File: config.mk
export PLATFORM = sky130hd
export DESIGN_NAME = xmodem_checksum_receiver_flat
export DESIGN_NICKNAME = d
export VERILOG_FILES = /design/src/xmc_pkg.sv /design/src/xmc_req_if.sv /design/src/xmc_rsp_if.sv /design/src/xmc_in_stage.sv /design/src/xmc_fsm.sv /design/src/xmodem_checksum_receiver.sv /design/src/flat_wrapper.sv
export SDC_FILE = /design/constraint.sdc
export NUM_CORES = 1
export LEC_CHECK = 0
export ABC_CLOCK_PERIOD_IN_PS = 4150
export BUFFER_PORTS_ARGS = -buffer_cell sky130_fd_sc_hd__buf_2
export CELL_PAD_IN_SITES_DETAIL_PLACEMENT = 0
export CELL_PAD_IN_SITES_GLOBAL_PLACEMENT = 2
export CORE_MARGIN = 2
export CORE_UTILIZATION = 37
export CTS_CLUSTER_DIAMETER = 60
export DETAILED_ROUTE_END_ITERATION = 10
export PLACE_DENSITY = 0.9
export RECOVER_POWER = 50
export SLEW_MARGIN = 20
export SYNTH_ARGS = -nofsm -noshare
export SYNTH_HDL_FRONTEND = slang
export SYNTH_SLANG_ARGS = --single-unit
File: constraint.sdc
create_clock -name clock -period 4.15 [get_ports clock]
set_input_delay 0.415 -clock clock [delete_from_list [all_inputs] [get_ports clock]]
set_output_delay 0.415 -clock clock [all_outputs]
set_load 0.005 [all_outputs]
File: src/xmc_pkg.sv
// ---------------------------------------------------------------------------
// xmc_pkg: shared types and constants
// Character codes, request and status codes, receiver phases and the
// transaction structs used by the checksum receiver.
// ---------------------------------------------------------------------------
`default_nettype none

package xmc_pkg;

   localparam int BLOCK_BYTES_DEF = 128;

   localparam logic [7:0] CH_SOH = 8'd1;
   localparam logic [7:0] CH_EOT = 8'd4;
   localparam logic [7:0] CH_ACK = 8'd6;
   localparam logic [7:0] CH_NAK = 8'd21;

   localparam logic [7:0] ERR_LIMIT_RESET = 8'd10;
   localparam logic [7:0] ERR_COUNT_MAX   = 8'hff;
   localparam logic [8:0] COMPLEMENT_SUM  = 9'd255;

   typedef enum logic [1:0] {
      REQ_START = 2'd0,
      REQ_BYTE  = 2'd1,
      REQ_ABORT = 2'd2,
      REQ_NONE  = 2'd3
   } req_code_type;

   typedef enum logic [1:0] {
      VERDICT_NONE   = 2'd0,
      VERDICT_ACCEPT = 2'd1,
      VERDICT_REJECT = 2'd2
   } verdict_type;

   typedef enum logic [1:0] {
      STATUS_IDLE    = 2'd0,
      STATUS_RUNNING = 2'd1,
      STATUS_DONE    = 2'd2,
      STATUS_FAILED  = 2'd3
   } status_type;

   typedef enum logic [2:0] {
      PH_IDLE = 3'd0,
      PH_HUNT = 3'd1,
      PH_NUM  = 3'd2,
      PH_COMP = 3'd3,
      PH_DATA = 3'd4,
      PH_SUM  = 3'd5,
      PH_DONE = 3'd6,
      PH_FAIL = 3'd7
   } phase_type;

   typedef struct packed {
      logic [1:0] req_type;
      logic [7:0] rx_byte;
   } req_item_type;

   typedef struct packed {
      logic       send_valid;
      logic [7:0] send_byte;
      logic       data_valid;
      logic [7:0] data_byte;
      logic [6:0] data_offset;
      logic [1:0] block_verdict;
      logic [1:0] xfer_status;
   } rsp_item_type;

endpackage

`default_nettype wire

File: src/xmc_req_if.sv
// ---------------------------------------------------------------------------
// xmc_req_if: request channel
// Valid/ready channel carrying one receiver event per transaction.
// ---------------------------------------------------------------------------
`default_nettype none

interface xmc_req_if;
   logic       valid;
   logic       ready;
   logic [1:0] req_type;
   logic [7:0] rx_byte;

   modport source (output valid, output req_type, output rx_byte, input ready);
   modport sink   (input valid, input req_type, input rx_byte, output ready);
endinterface

`default_nettype wire

File: src/xmc_rsp_if.sv
// ---------------------------------------------------------------------------
// xmc_rsp_if: result channel
// Valid/ready channel carrying one receiver result per transaction.
// ---------------------------------------------------------------------------
`default_nettype none

interface xmc_rsp_if;
   logic       valid;
   logic       ready;
   logic       send_valid;
   logic [7:0] send_byte;
   logic       data_valid;
   logic [7:0] data_byte;
   logic [6:0] data_offset;
   logic [1:0] block_verdict;
   logic [1:0] xfer_status;

   modport source (
      output valid, output send_valid, output send_byte, output data_valid,
      output data_byte, output data_offset, output block_verdict,
      output xfer_status, input ready
   );
   modport sink (
      input valid, input send_valid, input send_byte, input data_valid,
      input data_byte, input data_offset, input block_verdict,
      input xfer_status, output ready
   );
endinterface

`default_nettype wire

File: src/xmc_in_stage.sv
// ---------------------------------------------------------------------------
// xmc_in_stage: request input register
// Captures one request transaction and holds it until the protocol stage
// consumes it.
// ---------------------------------------------------------------------------
`default_nettype none

module xmc_in_stage
   import xmc_pkg::*;
(
   input  wire logic   clock,
   input  wire logic   reset,
   xmc_req_if.sink     req_chan,
   input  wire logic   pop,
   output logic        item_valid,
   output req_item_type item
);

   logic         valid_ff, valid_in;
   req_item_type item_ff;
   logic         accept;

   assign req_chan.ready = !valid_ff || pop;
   assign accept         = req_chan.valid && req_chan.ready;

   always_comb begin
      if (accept) begin
         valid_in = 1'b1;
      end else if (pop) begin
         valid_in = 1'b0;
      end else begin
         valid_in = valid_ff;
      end
   end

   always_ff @(posedge clock) begin
      if (reset) begin
         valid_ff <= 1'b0;
      end else begin
         valid_ff <= valid_in;
      end
   end

   always_ff @(posedge clock) begin
      if (accept) begin
         item_ff.req_type <= req_chan.req_type;
         item_ff.rx_byte  <= req_chan.rx_byte;
      end
   end

   assign item_valid = valid_ff;
   assign item       = item_ff;

endmodule

`default_nettype wire

File: src/xmc_fsm.sv
// ---------------------------------------------------------------------------
// xmc_fsm: receiver protocol state machine
// Holds the transfer state and the error limit register, and works out the
// result of one request in a single pass.
// ---------------------------------------------------------------------------
`default_nettype none

module xmc_fsm
   import xmc_pkg::*;
#(
   parameter int BLOCK_BYTES = BLOCK_BYTES_DEF
) (
   input  wire logic        clock,
   input  wire logic        reset,
   input  wire logic        csr_wr_en,
   input  wire logic [7:0]  csr_wr_data,
   input  wire logic        fire,
   input  wire req_item_type item,
   output rsp_item_type     result
);

   localparam int IDX_W = $clog2(BLOCK_BYTES);
   localparam logic [IDX_W-1:0] IDX_LAST = IDX_W'(BLOCK_BYTES - 1);

   phase_type        phase_ff, phase_in;
   logic [7:0]       last_good_ff, last_good_in;
   logic [7:0]       got_num_ff, got_num_in;
   logic [7:0]       sum_ff, sum_in;
   logic [IDX_W-1:0] idx_ff, idx_in;
   logic [7:0]       err_ff, err_in;
   logic [7:0]       limit_ff;

   logic [7:0]       err_inc;
   logic [7:0]       limit_eff;
   logic             err_fail;
   logic             running;
   logic [IDX_W+6:0] idx_ext;
   logic [8:0]       pair_sum;

   assign err_inc   = (err_ff == ERR_COUNT_MAX) ? ERR_COUNT_MAX : err_ff + 8'd1;
   assign limit_eff = (limit_ff == 8'd0) ? 8'd1 : limit_ff;
   assign err_fail  = err_inc >= limit_eff;
   assign running   = (phase_ff >= PH_HUNT) && (phase_ff <= PH_SUM);
   assign idx_ext   = {7'd0, idx_ff};
   assign pair_sum  = {1'b0, got_num_ff} + {1'b0, item.rx_byte};

   always_ff @(posedge clock) begin
      if (reset) begin
         phase_ff     <= PH_IDLE;
         last_good_ff <= 8'd0;
         got_num_ff   <= 8'd0;
         sum_ff       <= 8'd0;
         idx_ff       <= '0;
         err_ff       <= 8'd0;
      end else begin
         phase_ff     <= phase_in;
         last_good_ff <= last_good_in;
         got_num_ff   <= got_num_in;
         sum_ff       <= sum_in;
         idx_ff       <= idx_in;
         err_ff       <= err_in;
      end
   end

   always_ff @(posedge clock) begin
      if (reset) begin
         limit_ff <= ERR_LIMIT_RESET;
      end else if (csr_wr_en) begin
         limit_ff <= csr_wr_data;
      end
   end

   always_comb begin
      phase_in     = phase_ff;
      last_good_in = last_good_ff;
      got_num_in   = got_num_ff;
      sum_in       = sum_ff;
      idx_in       = idx_ff;
      err_in       = err_ff;
      result       = '0;

      if (fire) begin
         unique case (req_code_type'(item.req_type))
            REQ_START: begin
               last_good_in       = 8'd0;
               got_num_in         = 8'd0;
               sum_in             = 8'd0;
               idx_in             = '0;
               err_in             = 8'd0;
               phase_in           = PH_HUNT;
               result.send_valid  = 1'b1;
               result.send_byte   = CH_NAK;
            end
            REQ_ABORT: begin
               if (running) begin
                  phase_in = PH_FAIL;
               end
            end
            REQ_BYTE: begin
               unique case (phase_ff)
                  PH_HUNT: begin
                     if (item.rx_byte == CH_SOH) begin
                        phase_in = PH_NUM;
                     end else if (item.rx_byte == CH_EOT) begin
                        result.send_valid = 1'b1;
                        result.send_byte  = CH_ACK;
                        phase_in          = PH_DONE;
                     end
                  end
                  PH_NUM: begin
                     got_num_in = item.rx_byte;
                     phase_in   = PH_COMP;
                  end
                  PH_COMP: begin
                     priority if (pair_sum != COMPLEMENT_SUM) begin
                        err_in            = err_inc;
                        result.send_valid = 1'b1;
                        result.send_byte  = CH_NAK;
                        phase_in          = err_fail ? PH_FAIL : PH_HUNT;
                     end else if (got_num_ff == last_good_ff + 8'd1) begin
                        sum_in   = 8'd0;
                        idx_in   = '0;
                        phase_in = PH_DATA;
                     end else if (got_num_ff == last_good_ff) begin
                        // duplicate of the last good block
                        result.send_valid = 1'b1;
                        result.send_byte  = CH_ACK;
                        phase_in          = PH_HUNT;
                     end else begin
                        err_in            = err_inc;
                        result.send_valid = 1'b1;
                        result.send_byte  = CH_NAK;
                        phase_in          = err_fail ? PH_FAIL : PH_HUNT;
                     end
                  end
                  PH_DATA: begin
                     result.data_valid  = 1'b1;
                     result.data_byte   = item.rx_byte;
                     result.data_offset = idx_ext[6:0];
                     sum_in             = sum_ff + item.rx_byte;
                     if (idx_ff == IDX_LAST) begin
                        phase_in = PH_SUM;
                     end else begin
                        idx_in = idx_ff + IDX_W'(1);
                     end
                  end
                  PH_SUM: begin
                     if (item.rx_byte == sum_ff) begin
                        err_in               = 8'd0;
                        last_good_in         = last_good_ff + 8'd1;
                        result.send_valid    = 1'b1;
                        result.send_byte     = CH_ACK;
                        result.block_verdict = VERDICT_ACCEPT;
                        phase_in             = PH_HUNT;
                     end else begin
                        err_in               = err_inc;
                        result.send_valid    = 1'b1;
                        result.send_byte     = CH_NAK;
                        result.block_verdict = VERDICT_REJECT;
                        phase_in             = err_fail ? PH_FAIL : PH_HUNT;
                     end
                  end
                  default: begin
                     // idle, done or failed: bytes are dropped
                  end
               endcase
            end
            default: begin
               // unknown request code is ignored
            end
         endcase

         unique case (phase_in)
            PH_IDLE: result.xfer_status = STATUS_IDLE;
            PH_DONE: result.xfer_status = STATUS_DONE;
            PH_FAIL: result.xfer_status = STATUS_FAILED;
            default: result.xfer_status = STATUS_RUNNING;
         endcase
      end
   end

endmodule

`default_nettype wire

File: src/xmodem_checksum_receiver.sv
// ---------------------------------------------------------------------------
// xmodem_checksum_receiver: XMODEM receiver, 8-bit checksum
// Receiver side of XMODEM with 128-byte blocks and a modulo-256 checksum.
//
// Each req_chan transaction is one event: start, a byte from the line, or
// timeout/cancel. Each produces exactly one rsp_chan transaction carrying
// the reply byte to send (ACK/NAK), a provisional payload byte with its
// offset, a block verdict and the transfer status after the event.
// csr_wr_en/csr_wr_data set the consecutive-error limit (reset value 10);
// write it only while no transaction is in flight.
// The request register feeds the protocol logic, which loads the result
// register when it is empty or being taken. One transaction per cycle is
// sustained while rsp_chan does not stall.
// Reset (synchronous) empties both registers, sets the phase to idle and
// the error limit to 10. When rsp_chan stalls, the result is held and the
// request register still takes one more transaction before req_chan.ready
// drops; nothing is lost or repeated.
// ---------------------------------------------------------------------------
`default_nettype none

module xmodem_checksum_receiver
   import xmc_pkg::*;
#(
   parameter int BLOCK_BYTES = BLOCK_BYTES_DEF
) (
   input  wire logic       clock,
   input  wire logic       reset,
   xmc_req_if.sink         req_chan,
   xmc_rsp_if.source       rsp_chan,
   input  wire logic       csr_wr_en,
   input  wire logic [7:0] csr_wr_data
);

   logic         item_valid;
   req_item_type item;
   logic         advance;
   rsp_item_type result;
   rsp_item_type rsp_ff;
   logic         rsp_valid_ff, rsp_valid_in;

   assign advance = item_valid && (!rsp_valid_ff || rsp_chan.ready);

   xmc_in_stage u_in_stage (
      .clock      (clock),
      .reset      (reset),
      .req_chan   (req_chan),
      .pop        (advance),
      .item_valid (item_valid),
      .item       (item)
   );

   xmc_fsm #(
      .BLOCK_BYTES (BLOCK_BYTES)
   ) u_fsm (
      .clock       (clock),
      .reset       (reset),
      .csr_wr_en   (csr_wr_en),
      .csr_wr_data (csr_wr_data),
      .fire        (advance),
      .item        (item),
      .result      (result)
   );

   always_comb begin
      if (advance) begin
         rsp_valid_in = 1'b1;
      end else if (rsp_chan.ready) begin
         rsp_valid_in = 1'b0;
      end else begin
         rsp_valid_in = rsp_valid_ff;
      end
   end

   always_ff @(posedge clock) begin
      if (reset) begin
         rsp_valid_ff <= 1'b0;
      end else begin
         rsp_valid_ff <= rsp_valid_in;
      end
   end

   always_ff @(posedge clock) begin
      if (advance) begin
         rsp_ff <= result;
      end
   end

   assign rsp_chan.valid         = rsp_valid_ff;
   assign rsp_chan.send_valid    = rsp_ff.send_valid;
   assign rsp_chan.send_byte     = rsp_ff.send_byte;
   assign rsp_chan.data_valid    = rsp_ff.data_valid;
   assign rsp_chan.data_byte     = rsp_ff.data_byte;
   assign rsp_chan.data_offset   = rsp_ff.data_offset;
   assign rsp_chan.block_verdict = rsp_ff.block_verdict;
   assign rsp_chan.xfer_status   = rsp_ff.xfer_status;

endmodule

`default_nettype wire

File: src/flat_wrapper.sv
// flat-port wrapper written by rule: the top's interface ports become plain ports
module xmodem_checksum_receiver_flat import xmc_pkg::*;
#(
   parameter int BLOCK_BYTES = BLOCK_BYTES_DEF
)
  (clock, reset, csr_wr_en, csr_wr_data, req_chan_valid, req_chan_req_type, req_chan_rx_byte, req_chan_ready, rsp_chan_valid, rsp_chan_send_valid, rsp_chan_send_byte, rsp_chan_data_valid, rsp_chan_data_byte, rsp_chan_data_offset, rsp_chan_block_verdict, rsp_chan_xfer_status, rsp_chan_ready);
  xmc_req_if req_chan_i ();
  xmc_rsp_if rsp_chan_i ();
  input  wire logic clock;
  input  wire logic reset;
  input  wire logic csr_wr_en;
  input  wire logic [7:0] csr_wr_data;
  input wire logic [$bits(req_chan_i.valid)-1:0] req_chan_valid;
  input wire logic [$bits(req_chan_i.req_type)-1:0] req_chan_req_type;
  input wire logic [$bits(req_chan_i.rx_byte)-1:0] req_chan_rx_byte;
  output wire logic [$bits(req_chan_i.ready)-1:0] req_chan_ready;
  output wire logic [$bits(rsp_chan_i.valid)-1:0] rsp_chan_valid;
  output wire logic [$bits(rsp_chan_i.send_valid)-1:0] rsp_chan_send_valid;
  output wire logic [$bits(rsp_chan_i.send_byte)-1:0] rsp_chan_send_byte;
  output wire logic [$bits(rsp_chan_i.data_valid)-1:0] rsp_chan_data_valid;
  output wire logic [$bits(rsp_chan_i.data_byte)-1:0] rsp_chan_data_byte;
  output wire logic [$bits(rsp_chan_i.data_offset)-1:0] rsp_chan_data_offset;
  output wire logic [$bits(rsp_chan_i.block_verdict)-1:0] rsp_chan_block_verdict;
  output wire logic [$bits(rsp_chan_i.xfer_status)-1:0] rsp_chan_xfer_status;
  input wire logic [$bits(rsp_chan_i.ready)-1:0] rsp_chan_ready;
  assign req_chan_i.valid = req_chan_valid;
  assign req_chan_i.req_type = req_chan_req_type;
  assign req_chan_i.rx_byte = req_chan_rx_byte;
  assign req_chan_ready = req_chan_i.ready;
  assign rsp_chan_valid = rsp_chan_i.valid;
  assign rsp_chan_send_valid = rsp_chan_i.send_valid;
  assign rsp_chan_send_byte = rsp_chan_i.send_byte;
  assign rsp_chan_data_valid = rsp_chan_i.data_valid;
  assign rsp_chan_data_byte = rsp_chan_i.data_byte;
  assign rsp_chan_data_offset = rsp_chan_i.data_offset;
  assign rsp_chan_block_verdict = rsp_chan_i.block_verdict;
  assign rsp_chan_xfer_status = rsp_chan_i.xfer_status;
  assign rsp_chan_i.ready = rsp_chan_ready;
  xmodem_checksum_receiver #(.BLOCK_BYTES(BLOCK_BYTES)) u_core (.clock(clock), .reset(reset), .req_chan(req_chan_i), .rsp_chan(rsp_chan_i), .csr_wr_en(csr_wr_en), .csr_wr_data(csr_wr_data));
endmodule
* Word level (Yosys, flattened, before mapping)
Cells that the tools add are included.
** Word-level totals
- Register bits after elaboration :: 91
- Bits of input ports :: 23
- Word-level logic and storage cells :: 122
** Cells by class
- $add $sub $neg :: 5
- $lt $le $gt $ge :: 3
- Equal/unequal tests :: 27
- Muxes and demuxes :: 49
- Reduce and logical (&&, ||, !) cells :: 20
** Operators with widths (count)
- 8-bit case mux with 2 select lines :: 6
- 8-bit two-way mux :: 11
- 9-bit two-way mux :: 4
- 3-bit two-way mux :: 10
- 7-bit case mux with 2 select lines :: 2
- 9-bit case mux with 3 select lines :: 1
- 8-bit equality test :: 3
- 7-bit two-way mux :: 3
- 9-bit case mux with 2 select lines :: 1
- 8-bit by 1-bit adder with 8-bit output (second input constant) :: 2
- 16-bit two-way mux :: 1
- 3-bit case mux with 5 select lines :: 1
- 3-bit equality test (second input constant) :: 4
- 5-bit two-way mux :: 2
- 5-bit AND reduction :: 2
- 8-bit by 8-bit adder with 9-bit output :: 1
- 3-bit inequality test (second input constant) :: 3
- 9-bit by 8-bit inequality test with 1-bit output (second input constant) :: 1
- 3-bit case mux with 3 select lines :: 1
- 8-bit adder :: 1
- 8-bit by 1-bit equality test with 1-bit output (second input constant) :: 1
- 8-bit by 3-bit equality test with 1-bit output (second input constant) :: 1
- 8-bit equality test (second input constant) :: 1
- 8-bit greater-or-equal comparator :: 1
- 26 further kinds :: 40

* Depth between registers and ports, before layout
Gate-level depths: netlist (run 1).
- Word-level depth :: 12
- Gate-level depth with buffers :: 15
- Mapped depth without buffers :: 15

* Modules after synthesis
A second synthesis (run 1) with hierarchy kept.
** Unflattened totals
- Cell total of the unflattened synthesis :: 562
- Area, all modules :: 5246.3 sq um
** Modules (own cells, without submodules)
- xmc_fsm :: times used 1, cells each 513, area each 3965.1 sq um, seq. area each 1001.0 sq um
- xmodem_checksum_receiver :: times used 1, cells each 34, area each 925.9 sq um, seq. area each 890.9 sq um
- xmc_in_stage :: times used 1, cells each 15, area each 355.3 sq um, seq. area each 320.3 sq um

* Least setup slack after synthesis (run 1)
No wires, ideal clock.
- Path type :: flip-flop to flip-flop
- From :: reg u_core.u_fsm.err_ff[0]
- To :: reg u_core.rsp_ff, in the netlist u_core.rsp_chan.xfer_status[0] (data pin)
- Setup time :: 0.255 ns
- Arrival :: 2.708 ns
- Slack :: 1.187 ns
- Stages on the path, launching flop included :: 15
- Path buffers :: 0
- Period minus slack after synthesis :: 2.963 ns
- Cell sequence :: dfxtp_1 ha_1 and3_1 and3_1 nand3_1 nand2_1 ha_1 a21o_1 a2111oi_0 o21a_1 nor2_1 a31oi_1 nand2_1 xor2_1 nand2_1
** RTL lines
- from (decl) :: RTL line xmc_fsm.sv:30 : logic [7:0] err_ff, err_in;
- from (signal assigned) :: RTL line xmc_fsm.sv:61 : err_ff <= err_in;
- to (signal assigned) :: RTL line xmodem_checksum_receiver.sv:84 : rsp_ff <= result;
- to (decl) :: RTL line xmodem_checksum_receiver.sv:38 : rsp_item_type rsp_ff;

==> results of run 1 <==
-- layer usage --
metal / vias to the layer above / track usage / routed length, um
li1: 1950 / - / -
met1: 1918 / 0.227 / 5400
met2: 112 / 0.287 / 5530
met3: 16 / 0.0449 / 560
met4: 0 / 0.0647 / 199
met5: - / 0 / 0
-- power by group through the flow --
stage               logic (mW)  registers, mW  clock network (mW)
CTS                      0.152          0.919               0.899
global route             0.168          0.923               0.935
finish                   0.148          0.919               0.882
floorplan                0.109          0.925                   0
detailed placement       0.151          0.937                   0
global placement         0.149          0.936                   0
-- Yosys cell counts, types with 9 or more instances --
cell type   n  share of area
a21oi_1    39          0.040
xnor2_1    12          0.022
clkbuf_1   13          0.010
nand2b_1    9          0.012
nor2_1     40          0.031
dfxtp_1    52           0.21
nand2_1    51          0.039
buf_4       9          0.014
inv_1      19          0.015
o21ai_0    18          0.019
edfxtp_1   33           0.20
nand3_1    24          0.025
ha_1       26          0.067
mux2i_1     9          0.019
xor2_1     16          0.029
and2_1     18          0.023
-- kinds of logic (layout without fill, tap and decap cells) --
family | after synthesis | in the layout | synth area share
xor+xnor | 29 | 29 | 0.0539
compound gates | 115 | 115 | 0.157
other cells | 1 | 4 | 0.000773
buf+inv | 46 | 88 | 0.0482
simple gates | 208 | 208 | 0.227
mux | 9 | 9 | 0.0186
flops | 85 | 85 | 0.419
fa+ha+maj | 28 | 28 | 0.0753
-- final cells by class --
cell class              instances  share of cell area
multi-input cells             393               0.473
flip-flops and latches         85               0.370
clock buffers                  12              0.0469
repair buffers                 53              0.0455
well taps                     172              0.0392
clock inverters                 4              0.0130
inverters                      19              0.0130
-- registers in the layout, indices dropped and copies added (netlist names) --
register and count:
u_core.u_fsm.sum_ff 8, u_core.u_fsm.got_num_ff 8, u_core.u_fsm.err_ff 8, u_core.rsp_chan.send_byte 3
u_core.rsp_chan.valid 1, u_core.rsp_chan.data_offset 7, u_core.u_fsm.idx_ff 7, u_core.u_in_stage.item_valid 1
u_core.rsp_chan.data_valid 1, u_core.rsp_chan.xfer_status 2, u_core.u_fsm.last_good_ff 8, u_core.u_fsm.phase_ff 3
u_core.u_fsm.limit_ff 8, u_core.rsp_chan.data_byte 8, u_core.rsp_chan.block_verdict 2, u_core.u_in_stage.item 10
-- final timing paths --
| kind | to | slack, ns |
|---|---|---|
| worst max-delay path | u_core.rsp_chan.xfer_status[0] | 0.86 |
| worst min-delay path | u_core.u_in_stage.item[5] | 0.24 |
| worst max register to register | u_core.rsp_chan.xfer_status[0] | 0.86 |
| worst min register to register | u_core.u_fsm.sum_ff[6] | 0.47 |
-- stage by stage --
step	hold WS (ns)	power, mW	std cells	util	setup slack [ns]
3_5_place_dp	0.457	1.09	722	0.408	0.863
3_3_place_gp	0.450	1.09	722	0.408	0.895
5_1_grt	0.223	2.03	738	0.432	0.518
4_1_cts	0.230	1.97	738	0.434	0.833
6_report	0.245	1.95	738	0.432	0.863
2_1_floorplan	0.436	1.03	524	-	1.19
-- worst reg2reg max path, delay by kind of cell (launching register included) --
family | cells | cell delay (ns)
and+or+nand+nor | 7 | 1.00
AOI/OAI and AO/OA | 4 | 0.99
adders and majority gates | 2 | 0.55
DFF | 1 | 0.34
xor gates and xnor gates | 1 | 0.16
==> flow_summary.yaml, run 1 <==
outcome:
  status: "finished, violations left"
  violations: "capacitance limit, slew limit"
clocking:
  htree_levels: 3
  cts_tree: "done"
  postCtsSetupBuffers: 0
  cts-buffers-inserted: 9
  ctsResizeCount: 0
  cts_buffer_depth: 2
  cts_root_buf: "clkbuf_16"
  cts_hold_buffers: 0
  numClockSinks: 85
  clock_latency_ns: 0.35
  clk_pin_slew_worst_paths_ns: 0.06
global_routing:
  grt_usage: 0.177
  grt_pass1_vias: 3873
  grt_max_degree: 38
  grt_pass1_wl_um: 19700
  antenna_found_initial: 0
  grt_overflow_total: 0
logic_synthesis:
  yosysWarnings: 0
  netlist_instances: 521
  synth_edf_count: 33
  synth_area_um2: 4850
  ys_types: 70
  yosysSeqAreaShare: 0.419
  ys_ff_latch: 85
  synth_flop_cell: "dfxtp_1"
  avgSynthCellArea_um2: 9.31
  async_flop_share: 0
timing:
  rsz0062_at_grt: "false"
  fmax_mhz: 304
  setup_violations: 0
  clock_skew_ns: 0.00897
  min_period_ns: 3.29
  worstMarginPinSlew_ns: 1.86
  tns_ns: 0
  fin_crit_sh: 0.792
  slew_headroom: -0.237
  maxSlewViolCount: 38
  hold_viol: 0
setup_path:
  critPathKind: "register to register"
  critPathCaptureType: "register"
  startpoint_type: "register"
  worstPathArrival_ns: 3.38
  crit_chain: "ha_1 > and3_1 > and3_1 > nand3_1 > nand2_1 > ha_1 > a21o_1 > a2111oi_0 > o21a_1 > nor2_1 > a31oi_1 > nand2_1 > xor2_1 > nand2_1"
  cp-startpoint: "u_core.u_fsm.err_ff[0]"
  timing.critical_path.max_delay_family: "simple AND/OR/NAND/NOR gates"
  reg2reg_from: "u_core.u_fsm.err_ff[0]"
  worst-r2r-cell-count: 14
  slowest_delay_ns: 0.38
  crit_fanout: 6
  worst_ep_required_time_ns: 4.24
  cp_num_buf_inv: 0
  path_common_cell: "nand2_1"
  cpMaxStageDelayCell: "a2111oi_0"
  cp.depth: 14
placement:
  place_hpwl_um: 8470
  placed_cell_area_um2: 5190
  io_buffer_count: 49
  place_congestion: 0.905
pwr:
  pwr-share-seq: 0.472
  clock_power_share: 0.452
  power.internal_mw: 1.51
  p_leak_nw: 2.13
  switching_power_mw: 0.437
  powerDensity_nw_per_um2: 355
  p_sw_frac: 0.224
  ir_drop_mv: 0.241
  combPwrFrac: 0.076
drt:
  drtIter0Drc: 288
  vias: 3996
  routed_wl_um: 11700
  drt-pass1-iter-count: 5
  post_drt_via_cell_ratio: 5.41
  drcViolationCount: 0
  ant_nets: 0
  wire_per_inst_um: 15.8
finish:
  seqCellArea_um2: 2030
  drive_gt1_frac: 0.113
  final_common_cell: "dfxtp_1"
  finalNetCount: 612
  final_cell_mix: "52 x dfxtp_1, 51 x nand2_1, 40 x nor2_1, 39 x a21oi_1, 33 x edfxtp_1"
  multi_input_area_um2: 2600
  diodes: 0
  areaGrowthSynthToFinish_pct: 13.3
  final_area_um2: 5500
  nFillCells: 1307
die:
  io_pins: 54
  coreArea_um2: 12700
  die_y_um: 119
  fp.dieArea_um2: 14000
  initial_core_util: 0.381
  rows: 41
  die_w_um: 119
hold_path:
  hold_path.class: "primary input to register"
  min_path_cells: 1
  worstHoldStart: "req_chan_rx_byte[5]"
job:
  max-cap-violations: 1
(Power assumes the default switching activity.)
==> run 2: changes to the inputs <==
--- a/config.mk
+++ b/config.mk
@@ -5,15 +5,15 @@
 export SDC_FILE = /design/constraint.sdc
 export NUM_CORES = 1
 export LEC_CHECK = 0
-export ABC_CLOCK_PERIOD_IN_PS = 4150
+export ABC_CLOCK_PERIOD_IN_PS = 2990
 export BUFFER_PORTS_ARGS = -buffer_cell sky130_fd_sc_hd__buf_2
 export CELL_PAD_IN_SITES_DETAIL_PLACEMENT = 0
 export CELL_PAD_IN_SITES_GLOBAL_PLACEMENT = 2
 export CORE_MARGIN = 2
-export CORE_UTILIZATION = 37
+export CORE_UTILIZATION = 33
 export CTS_CLUSTER_DIAMETER = 60
 export DETAILED_ROUTE_END_ITERATION = 10
-export PLACE_DENSITY = 0.9
+export PLACE_DENSITY = 0.86
 export RECOVER_POWER = 50
 export SLEW_MARGIN = 20
 export SYNTH_ARGS = -nofsm -noshare
==> constraint.sdc (replaced) <==
create_clock -name clock -period 2.99 [get_ports clock]
set_input_delay 0.299 -clock clock [delete_from_list [all_inputs] [get_ports clock]]
set_output_delay 0.299 -clock clock [all_outputs]
set_load 0.005 [all_outputs]
==> run 2 against run 1 <==
  * The flow now finishes without violations
  * Combinational power increased by 70%
  * Setup slack worse by 0.77 ns
  * Die area up 12%
  * Sequential cell count did not move
  * Non-clock buffer count up 36
  * Sequential power up 37%
  * Critical path depth decreased by 3
  * Sequential share of layout area is 2.5 points lower
  * Via count rose by 2.6%
  * First-iteration DRC count fell by 23%
  * Utilization is 2.3 points lower
  * Largest cell class unchanged
==> flow_summary.yaml, run 2 (synthesis gave the netlist of run 1 again) <==
pwr:
  finalPower_mw: 2.62
  switching_power_mw: 0.696
  powerDensity_nw_per_um2: 444
  p_sw_frac: 0.265
  p_leak_nw: 2.34
  clock_power_share: 0.423
  ir_drop_mv: 0.390
  power.internal_mw: 1.93
  combPwrFrac: 0.096
  pwr-share-seq: 0.481
placement:
  placed_cell_area_um2: 5480
  io_buffer_count: 49
  place_congestion: 0.899
  place_hpwl_um: 8900
  dp_cells: 768
setup_path:
  critPathCaptureType: "register"
  slowest_delay_ns: 0.44
  crit_chain: "ha_2 > inv_1 > fa_1 > nand2b_1 > o2bb2ai_2 > xnor2_2 > nand3_1 > or3_4 > a211o_1 > and4_4 > a22o_1"
  cpMaxStageDelayCell: "fa_1"
  critPathKind: "register to register"
  crit_fanout: 8
  startpoint_type: "register"
  worst_ep_required_time_ns: 3.23
  worstPathArrival_ns: 3.14
clocking:
  cts_root_buf: "clkbuf_16"
  clk_pin_slew_worst_paths_ns: 0.07
  numClockSinks: 85
  cts_tree: "done"
  cts-buffers-inserted: 9
  cts_buffer_depth: 2
  clock_latency_ns: 0.36
  htree_levels: 3
die:
  io_pins: 54
  rows: 44
  die_y_um: 125
  coreArea_um2: 14400
  initial_core_util: 0.336
  fp.dieArea_um2: 15700
  die_w_um: 125
global_routing:
  grt_usage: 0.158
  grt_overflow_total: 0
  antenna_found_initial: 0
  grt_pass1_wl_um: 20000
  grt_max_degree: 26
  grt_pass1_vias: 4007
finish:
  final_cell_mix: "50 x nand2_1, 50 x dfxtp_1, 40 x buf_2, 39 x nor2_1, 38 x a21oi_1"
  areaGrowthSynthToFinish_pct: 21.7
  fin_cells: 786
  multi_input_area_um2: 2730
  final_core_util: 0.409
  seqCellArea_um2: 2030
  drive_gt1_frac: 0.221
  finalNetCount: 648
  nFillCells: 1441
  largest_reg_flops: 10
  diodes: 0
  final_area_um2: 5900
timing:
  setup_violations: 0
  min_period_ns: 2.90
  fin_crit_sh: 0.969
  rsz0062_at_grt: "true"
  worstMarginPinSlew_ns: 1.13
  slew_headroom: 0.247
  maxSlewViolCount: 0
  fmax_mhz: 345
  clock_skew_ns: 0.00642
  hold_viol: 0
drt:
  wire_per_inst_um: 15.4
  post_drt_via_cell_ratio: 5.21
  drcViolationCount: 0
  ant_nets: 0
  vias: 4098
  routed_wl_um: 12100
  drtIter0Drc: 222
  drt-pass1-iter-count: 4
hold_path:
  hold_path.class: "primary input to register"
job:
  max-cap-violations: 0
outcome:
  status: "finished clean"
## run 2: through the flow
stage	setup WS [ns]	hold slack, ns	TNS (ns)
floorplan	0.0269	0.398	0
global placement	-0.0144	0.448	-0.0144
detailed placement	-0.144	0.455	-0.156
CTS	0.00000200	0.103	0
global route	-0.101	0.0982	-0.807
finish	0.0929	0.116	0
## run 2: metal layers
metal | up-vias | share of wire | global-route usage
met3 | 12 | 0.038 | 0.0432
met5 | - | 0 | 0
met4 | 0 | 0.011 | 0.0458
li1 | 2035 | - | -
met2 | 77 | 0.46 | 0.246
met1 | 1974 | 0.49 | 0.215
## run 2: timing repair
| action | 4_1_cts | 5_1_grt |
|---|---|---|
| hold buffers | 0 | 0 |
| pin swaps | 3 | 19 |
| endpoints found under the setup margin | 3 | 26 |
| resized for setup | 5 | 25 |
| buffers inserted | 1 | 1 |
## run 2: worst max-delay path, delay by kind of cell (launching register included)
family                     cells  cell delay (ns)
AOI/OAI and AO/OA              3             0.73
xor gates and xnor gates       1             0.18
adders and majority gates      2             0.62
buffers and inverters          1             0.05
DFF                            1             0.36
and+or+nand+nor                4             0.85
## run 2: final timing paths
kind / startpoint / to / slack [ns] / cells after the start
hold reg to reg: u_core.u_fsm.sum_ff[4] / u_core.u_fsm.sum_ff[4] / 0.46 / 2
setup / recovery: u_core.u_in_stage.item[0] / u_core.u_fsm.err_ff[5] / 0.09 / 11
setup reg to reg: u_core.u_in_stage.item[0] / u_core.u_fsm.err_ff[5] / 0.09 / 11
hold / removal: req_chan_rx_byte[5] / u_core.u_in_stage.item[5] / 0.12 / 1
## run 2: layout make-up
cell class / instances / area share
Tap cell: 184 / 0.0390
Sequential cell: 85 / 0.345
Clock buffer: 9 / 0.0381
Timing Repair Buffer: 89 / 0.0920
Multi-Input combinational cell: 393 / 0.463
Inverter: 19 / 0.0121
Clock inverter: 7 / 0.0112
## run 2: power by group through the flow
stage / Combinational (mW) / Clock (mW) / Sequential, mW
global route: 0.279 / 1.19 / 1.27
global placement: 0.242 / 0 / 1.29
floorplan: 0.151 / 0 / 1.28
CTS: 0.247 / 1.14 / 1.26
detailed placement: 0.244 / 0 / 1.29
finish: 0.251 / 1.11 / 1.26
